`src/hdl/prft_pkg.sv`:
```
// Package for the threshold-crossing pulse rate meter.
// Holds the sequencer state type, register indexes and fixed constants.
// No dependencies.
package prft_pkg;

  localparam int unsigned RATE_BITS = 24;
  localparam int unsigned SAMPLE_FIELD_BITS = 12;
  localparam int unsigned TIME_FIELD_BITS = 32;
  localparam int unsigned THR_BITS = 12;
  localparam int unsigned DEB_BITS = 16;
  localparam int unsigned CNT_BITS = 5;

  localparam logic [RATE_BITS-1:0] RATE_NUMERATOR_Q8 = 24'd15360000;
  localparam logic [THR_BITS-1:0] THRESHOLD_RESET = 12'd600;
  localparam logic [DEB_BITS-1:0] DEBOUNCE_RESET = 16'd50;

  localparam logic REG_THRESHOLD = 1'b0;
  localparam logic REG_DEBOUNCE = 1'b1;

  typedef enum logic [3:0] {
    ST_IDLE = 4'b0001,
    ST_EVAL = 4'b0010,
    ST_DIV  = 4'b0100,
    ST_OUT  = 4'b1000
  } prft_state_t;

endpackage

```
`src/hdl/pulse_rate_from_threshold.sv`:
```
// Threshold-crossing pulse rate meter, top level.
// Uses prft_pkg for the state type, register indexes and constants.
//
// The input channel carries one ADC sample and its millisecond time stamp per
// transfer. Each accepted sample yields exactly one result transfer with the
// current rate in Q8, the high flag, a beat flag and a rate-updated flag.
// A sample is evaluated only when more than debounce_ms have passed since the
// last evaluation; a rising crossing of the threshold is a beat, and a second
// beat starts a restoring division of 15360000 by the beat interval.
// The divider's single subtractor forms one quotient bit per cycle until all 24
// quotient bits are formed. in_tready is high only while the sequencer is idle.
// The result sits in an output register, so the next sample is accepted while
// a finished result still waits; if the receiver stalls for longer, the
// sequencer holds its result until the output register frees up.
// Configuration is written over the APB port; the user must do this only while
// the block is idle, since the block itself does not enforce it.
// Reset is synchronous and active low; it restores the register defaults
// (threshold 600, debounce 50) and clears all beat and rate state.
module pulse_rate_from_threshold
  import prft_pkg::*;
#(
  parameter int unsigned SAMPLE_BITS = 12,
  parameter int unsigned TIME_BITS = 32
) (
  input  logic        clk,
  input  logic        rst_n,
  input  logic        in_tvalid,
  output logic        in_tready,
  input  logic [47:0] in_tdata,    // sample [11:0], now_ms [43:12], zero [47:44]
  output logic        out_tvalid,
  input  logic        out_tready,
  output logic [31:0] out_tdata,   // heart_rate_q8 [23:0], pulse_high [24],
                                   // beat [25], rate_updated [26], zero [31:27]
  input  logic        psel,
  input  logic        penable,
  input  logic        pwrite,
  input  logic [2:0]  paddr,
  input  logic [31:0] pwdata,
  output logic [31:0] prdata,
  output logic        pready
);

  localparam int unsigned SW = (SAMPLE_BITS < SAMPLE_FIELD_BITS) ? SAMPLE_BITS
                                                                  : SAMPLE_FIELD_BITS;
  localparam int unsigned TW = TIME_BITS;
  localparam logic [CNT_BITS-1:0] LAST_STEP = CNT_BITS'(RATE_BITS - 1);

  prft_state_t         state_r, state_nxt;
  logic [THR_BITS-1:0] thr_r, thr_nxt;
  logic [DEB_BITS-1:0] deb_r, deb_nxt;
  logic [SW-1:0]       sample_r, sample_nxt;
  logic [TW-1:0]       now_r, now_nxt;
  logic [TW-1:0]       last_eval_r, last_eval_nxt;
  logic [TW-1:0]       last_beat_r, last_beat_nxt;
  logic                have_beat_r, have_beat_nxt;
  logic                high_r, high_nxt;
  logic [RATE_BITS-1:0] rate_r, rate_nxt;
  logic                beat_r, beat_nxt;
  logic                upd_r, upd_nxt;
  logic [TW-1:0]       den_r, den_nxt;
  logic [TW-1:0]       rem_r, rem_nxt;
  logic [RATE_BITS-1:0] quo_r, quo_nxt;
  logic [CNT_BITS-1:0] cnt_r, cnt_nxt;
  logic                out_tvalid_r, out_tvalid_nxt;
  logic [31:0]         out_tdata_r, out_tdata_nxt;

  logic                cfg_wr;
  logic [TW-1:0]       elapsed;
  logic [TW-1:0]       interval;
  logic [THR_BITS-1:0] sample_ext;
  logic [TW:0]         trial;
  logic [TW:0]         diff;
  logic                out_free;

  assign pready = 1'b1;
  assign cfg_wr = psel & penable & pwrite & pready;
  assign prdata = (paddr[2] == REG_DEBOUNCE) ? 32'(deb_r) : 32'(thr_r);

  assign in_tready = (state_r == ST_IDLE);
  assign out_tvalid = out_tvalid_r;
  assign out_tdata = out_tdata_r;
  assign out_free = !out_tvalid_r || out_tready;

  assign elapsed = now_r - last_eval_r;
  assign interval = now_r - last_beat_r;
  assign sample_ext = THR_BITS'(sample_r);
  assign trial = {rem_r, quo_r[RATE_BITS-1]};
  assign diff = trial - {1'b0, den_r};

  always_comb begin
    state_nxt = state_r;
    thr_nxt = thr_r;
    deb_nxt = deb_r;
    sample_nxt = sample_r;
    now_nxt = now_r;
    last_eval_nxt = last_eval_r;
    last_beat_nxt = last_beat_r;
    have_beat_nxt = have_beat_r;
    high_nxt = high_r;
    rate_nxt = rate_r;
    beat_nxt = beat_r;
    upd_nxt = upd_r;
    den_nxt = den_r;
    rem_nxt = rem_r;
    quo_nxt = quo_r;
    cnt_nxt = cnt_r;
    out_tvalid_nxt = out_tvalid_r;
    out_tdata_nxt = out_tdata_r;

    if (out_tvalid_r && out_tready) begin
      out_tvalid_nxt = 1'b0;
    end

    if (cfg_wr) begin
      if (paddr[2] == REG_THRESHOLD) begin
        thr_nxt = pwdata[THR_BITS-1:0];
      end else begin
        deb_nxt = pwdata[DEB_BITS-1:0];
      end
    end

    case (state_r)
      ST_IDLE: begin
        if (in_tvalid) begin
          sample_nxt = in_tdata[SW-1:0];
          now_nxt = in_tdata[SAMPLE_FIELD_BITS +: TW];
          state_nxt = ST_EVAL;
        end
      end
      ST_EVAL: begin
        beat_nxt = 1'b0;
        upd_nxt = 1'b0;
        state_nxt = ST_OUT;
        if (elapsed > TW'(deb_r)) begin
          last_eval_nxt = now_r;
          if ((sample_ext > thr_r) && !high_r) begin
            high_nxt = 1'b1;
            beat_nxt = 1'b1;
            last_beat_nxt = now_r;
            have_beat_nxt = 1'b1;
            if (have_beat_r && (interval != '0)) begin
              den_nxt = interval;
              rem_nxt = '0;
              quo_nxt = RATE_NUMERATOR_Q8;
              cnt_nxt = '0;
              state_nxt = ST_DIV;
            end
          end else if (sample_ext < thr_r) begin
            high_nxt = 1'b0;
          end
        end
      end
      ST_DIV: begin
        if (!diff[TW]) begin
          rem_nxt = diff[TW-1:0];
        end else begin
          rem_nxt = trial[TW-1:0];
        end
        quo_nxt = {quo_r[RATE_BITS-2:0], !diff[TW]};
        cnt_nxt = cnt_r + 1'b1;
        if (cnt_r == LAST_STEP) begin
          rate_nxt = {quo_r[RATE_BITS-2:0], !diff[TW]};
          upd_nxt = 1'b1;
          state_nxt = ST_OUT;
        end
      end
      ST_OUT: begin
        if (out_free) begin
          out_tvalid_nxt = 1'b1;
          out_tdata_nxt = {5'b0, upd_r, beat_r, high_r, rate_r};
          state_nxt = ST_IDLE;
        end
      end
      default: begin
        state_nxt = ST_IDLE;
      end
    endcase
  end

  always_ff @(posedge clk) begin
    if (!rst_n) begin
      state_r <= ST_IDLE;
      thr_r <= THRESHOLD_RESET;
      deb_r <= DEBOUNCE_RESET;
      last_eval_r <= '0;
      last_beat_r <= '0;
      have_beat_r <= 1'b0;
      high_r <= 1'b0;
      rate_r <= '0;
      beat_r <= 1'b0;
      upd_r <= 1'b0;
      cnt_r <= '0;
      out_tvalid_r <= 1'b0;
    end else begin
      state_r <= state_nxt;
      thr_r <= thr_nxt;
      deb_r <= deb_nxt;
      last_eval_r <= last_eval_nxt;
      last_beat_r <= last_beat_nxt;
      have_beat_r <= have_beat_nxt;
      high_r <= high_nxt;
      rate_r <= rate_nxt;
      beat_r <= beat_nxt;
      upd_r <= upd_nxt;
      cnt_r <= cnt_nxt;
      out_tvalid_r <= out_tvalid_nxt;
    end
  end

  always_ff @(posedge clk) begin
    sample_r <= sample_nxt;
    now_r <= now_nxt;
    den_r <= den_nxt;
    rem_r <= rem_nxt;
    quo_r <= quo_nxt;
    out_tdata_r <= out_tdata_nxt;
  end

endmodule
```
`config.mk`:
```
export PLATFORM = sky130hd
export DESIGN_NAME = pulse_rate_from_threshold
export DESIGN_NICKNAME = d
export VERILOG_FILES = /design/src/hdl/prft_pkg.sv /design/src/hdl/pulse_rate_from_threshold.sv
export SDC_FILE = /design/constraint.sdc
export NUM_CORES = 1
export LEC_CHECK = 0
export BUFFER_PORTS_ARGS = -buffer_cell sky130_fd_sc_hd__buf_2
export CORE_AREA = 2 2 182 184
export DETAILED_ROUTE_END_ITERATION = 8
export DIE_AREA = 0 0 184 186
export GPL_ROUTABILITY_DRIVEN = 0
export GPL_TIMING_DRIVEN = 0
export PLACE_DENSITY_LB_ADDON = 0.15
export SYNTH_ARGS = -nofsm -noshare
export SYNTH_HDL_FRONTEND = slang
export SYNTH_SLANG_ARGS = --single-unit
```
`constraint.sdc`:
```
create_clock -name clk -period 7.5 [get_ports clk]
set_clock_uncertainty 0.2 [all_clocks]
set_input_delay 0.75 -clock clk [delete_from_list [all_inputs] [get_ports clk]]
set_output_delay 0.75 -clock clk [all_outputs]
set_load 0.05 [all_outputs]
```
==> reports/metrics.yaml <==
power_and_ir_drop:
  switchingPower_uw: 1220
  pwr-share-comb_pct: 19.1
  p_int_uw: 3020
  p_per_area_mw_per_mm2: 213
  p_clk_share_pct: 39.0
  p_seq_share_pct: 41.9
  p_leak_uw: 0.00767
  vdd_drop_max_mv: 0.184
  switching_share_pct: 28.7
timing:
  setup_viol: 0
  fin_tns_setup_ps: 0
  finalCritPeriodShare_pct: 92.9
  layout_setup_ws_ps: 530
  period_minus_slack_ps: 6970
  slew_viol_final: 0
  timing.fmax_mhz: 143
  slew_headroom_pct: 8.61
  tightest_slew_ps: 1370
  rsz0062_at_grt: "false"
  finalHoldViolCount: 0
logic_synthesis:
  yosys_warnings: 0
  synth_area_mm2: 0.0175
  syn-mean-instance-area_um2: 9.04
  netlist_instances: 1934
  synthArstFlopShare_pct: 0
  synth_edf_count: 159
  ys_seq_elements: 289
  synth_cell_type_count: 85
  yosysSeqAreaShare_pct: 42.2
  synth_flop_cell: "edfxtp_1"
worst_setup_path:
  crit_fanout: 36
  cp_top_family: "simple AND/OR/NAND/NOR gates"
  cpMaxStageDelayCell: "nor3_2"
  worstPathRequired_ps: 7620
  critPathCaptureType: "flop"
  worstPathArrival_ps: 7090
  path_class: "reg -> reg"
  crit_chain: "ha_1 -> o211ai_2 -> a21oi_1 -> o41a_4 -> a21o_1 -> a21oi_1 -> xnor2_1 -> ha_1 -> and3_1 -> nand4_1 -> nand2b_1 -> a21boi_0 -> nor4_1 -> o221ai_1 -> nor4_1 -> nand4_1 -> nor3_2 -> nor3_4 -> buf_16 -> nand2b_2 -> buf_12"
  reg2reg_slack_ps: 530
  cp_slowest_stage_delay_ps: 570
  crit_buf_inv: 2
  cp-start-kind: "flop"
cells_and_area:
  drive_gt1_share_pct: 11.1
  regArea_mm2: 0.00738
  instances_no_fill: 2536
  num-fill-cells: 2752
  syn_to_final_growth_pct: 13.6
  insertedDiodeCount: 0
  final_nets: 2319
  multi_input_area_mm2: 0.00909
floorplanning:
  start_util_pct: 54.3
  dieHeight_um: 186
  dieArea_mm2: 0.0342
  die_w_um: 184
  boundaryPins: 157
  row_count: 66
  core_mm2: 0.0322
placement:
  port_buffers: 110
  dp_hpwl_mm: 32.2
  place_inst: 2477
  pre_cts_ws_ps: 304
clock_tree:
  htree_levels: 1
  clk_path_buf_depth: 3
  cts_sinks: 289
  root_buffer: "clkbuf_16"
  clkTransAtPathRegs_ps: 60
  cts_tree: "yes"
  insertion_delay_ps: 590
  numCtsBuffers: 31
  holdBufCountCts: 0
routing:
  viasPerCell: 5.70
  ant_nets: 0
  vias: 14500
  route.detailed.drc: 0
  dr.pass1.iters: 6
  drt-total-wl_mm: 42.0
  drtIter0Drc: 818
  wire_per_inst_um: 16.6
global_routing:
  grt_pass1_vias: 13500
  antenna_found_initial: 0
  grt_pass1_wl_mm: 67.2
  grt_max_degree: 40
  track_usage_pct: 24.3
  overflow: 0
outcome:
  outcome: "finished clean"
run:
  max_cap_violations: 0
worst_hold_path:
  hold_class: "in -> reg"
## through the flow
stage / instance area (um^2) / util (%) / power (uW) / hold WS (ps)
after detailed placement: 18700 / 58.1 / 2600 / 215
final: 19900 / 61.6 / 4230 / 139
after global routing: 19900 / 61.6 / 4420 / 109
after floorplan: 17600 / - / 2390 / 201
after CTS: 19800 / 61.6 / 4250 / 109
after global placement: 18600 / 57.8 / 2580 / 217
## cell usage after synthesis, drive strengths merged, types with 7 or more instances
library cell | number | area share (%)
nor3 | 25 | 0.74
o21a | 17 | 0.73
mux2i | 61 | 3.5
nor2b | 14 | 0.50
nor4 | 12 | 0.47
a211oi | 19 | 0.90
o22ai | 10 | 0.39
a311oi | 7 | 0.35
nand3b | 10 | 0.43
a21oi | 185 | 5.3
inv | 156 | 3.4
o21bai | 9 | 0.39
nor2 | 118 | 2.5
a21o | 45 | 1.9
nand4 | 21 | 0.75
and3 | 16 | 0.60
buf | 31 | 1.3
o211ai | 28 | 1.2
nand2b | 31 | 1.1
clkbuf | 78 | 1.7
edfxtp | 159 | 27
o21ai | 98 | 2.8
xor2 | 24 | 1.2
and2 | 34 | 1.2
a31oi | 12 | 0.43
nand2 | 241 | 5.2
nand3 | 62 | 1.8
xnor2 | 46 | 2.3
ha | 123 | 8.8
dfxtp | 130 | 15
## flip-flops by register name, summed over array words and instances (netlist names)
signal	cells
have_beat_r	1
quo_r	24
high_r	1
beat_r	1
upd_r	1
out_tvalid	1
sample_ext	12
out_tdata	27
last_beat_r	32
rate_r	24
cnt_r	5
den_r	32
thr_r	12
rem_r	32
now_r	32
last_eval_r	32
deb_r	16
state_r	4
## worst register-to-register path, cell delays in order, from the launching register on
cell      delay, ps
edfxtp_1        480
ha_1            410
o211ai_2        170
a21oi_1         110
o41a_4          510
a21o_1          260
a21oi_1         240
xnor2_1         120
ha_1            320
and3_1          200
nand4_1         130
nand2b_1        170
a21boi_0        130
nor4_1          460
o221ai_1        220
nor4_1          490
nand4_1         210
nor3_2          570
nor3_4          240
buf_16          240
nand2b_2        480
buf_12          330
## logic make-up (layout without fill, tap and decap cells)
kind of cell	count (synthesis)	count (layout)	share of synthesized area, %
AOI/OAI and AO/OA	503	503	18.3
xor gates and xnor gates	70	70	3.51
adders and majority gates	126	126	9.15
buffers and inverters	265	439	6.37
DFF	289	289	42.2
muxes	63	63	3.62
other	2	22	0.0430
and+or+nand+nor	616	616	16.8
## power groups by stage
stage | logic [uW] | clock network [uW] | registers, uW
2_1_floorplan | 597 | 0 | 1800
3_3_place_gp | 768 | 0 | 1810
3_5_place_dp | 793 | 0 | 1810
4_1_cts | 798 | 1680 | 1770
5_1_grt | 900 | 1740 | 1780
6_report | 808 | 1650 | 1770
## routing by layer
metal  vias to the layer above  part of all wire (%)  track usage [%]
li1                       7217                     -                -
met1                      6758                    45             32.8
met2                       416                    46             40.4
met3                        74                   5.6             2.74
met4                         0                   3.2             8.70
met5                         -                     0                0
## what timing repair did
action,in CTS,in global routing
setup buffers,0,0
endpoints found under the setup margin,0,36
hold endpoints to repair,0,0
resized for setup,0,1
## worst paths after layout
| path | startpoint | endpoint | cells past startpoint |
|---|---|---|---|
| min | in_tdata[15] | now_r[3]$_DFFE_PP_ | 1 |
| max reg2reg | now_r[2]$_DFFE_PP_ | quo_r[15]$_SDFFCE_PN0P_ | 21 |
| max | now_r[2]$_DFFE_PP_ | quo_r[15]$_SDFFCE_PN0P_ | 21 |
| min reg2reg | rate_r[13]$_SDFFE_PN0P_ | out_tdata[13]$_DFFE_PP_ | 0 |
## cells in the final DEF, fill, tap and decap left out, types with 23 or more instances in the layout
cell,instances
nor3_1,23
ha_1,123
edfxtp_1,159
xnor2_1,46
clkbuf_1,79
a21o_1,45
a21oi_1,184
dfxtp_1,130
o21ai_0,92
o211ai_1,27
inv_1,154
mux2i_1,61
clkbuf_16,31
nand3_1,62
xor2_1,24
nor2_1,118
and2_1,33
nand2b_1,30
nand2_1,241
buf_2,116
## final cells by class
class	instances	share of cell area, %
tap	408	2.57
inverter	156	2.95
clock buffer	34	4.07
sequential	289	37.2
timing repair buffer	116	3.24
buffer	109	2.66
multi-input combinational	1400	45.8
clock inverter	24	1.58
No activity file was read; power rests on OpenSTA's default activity.
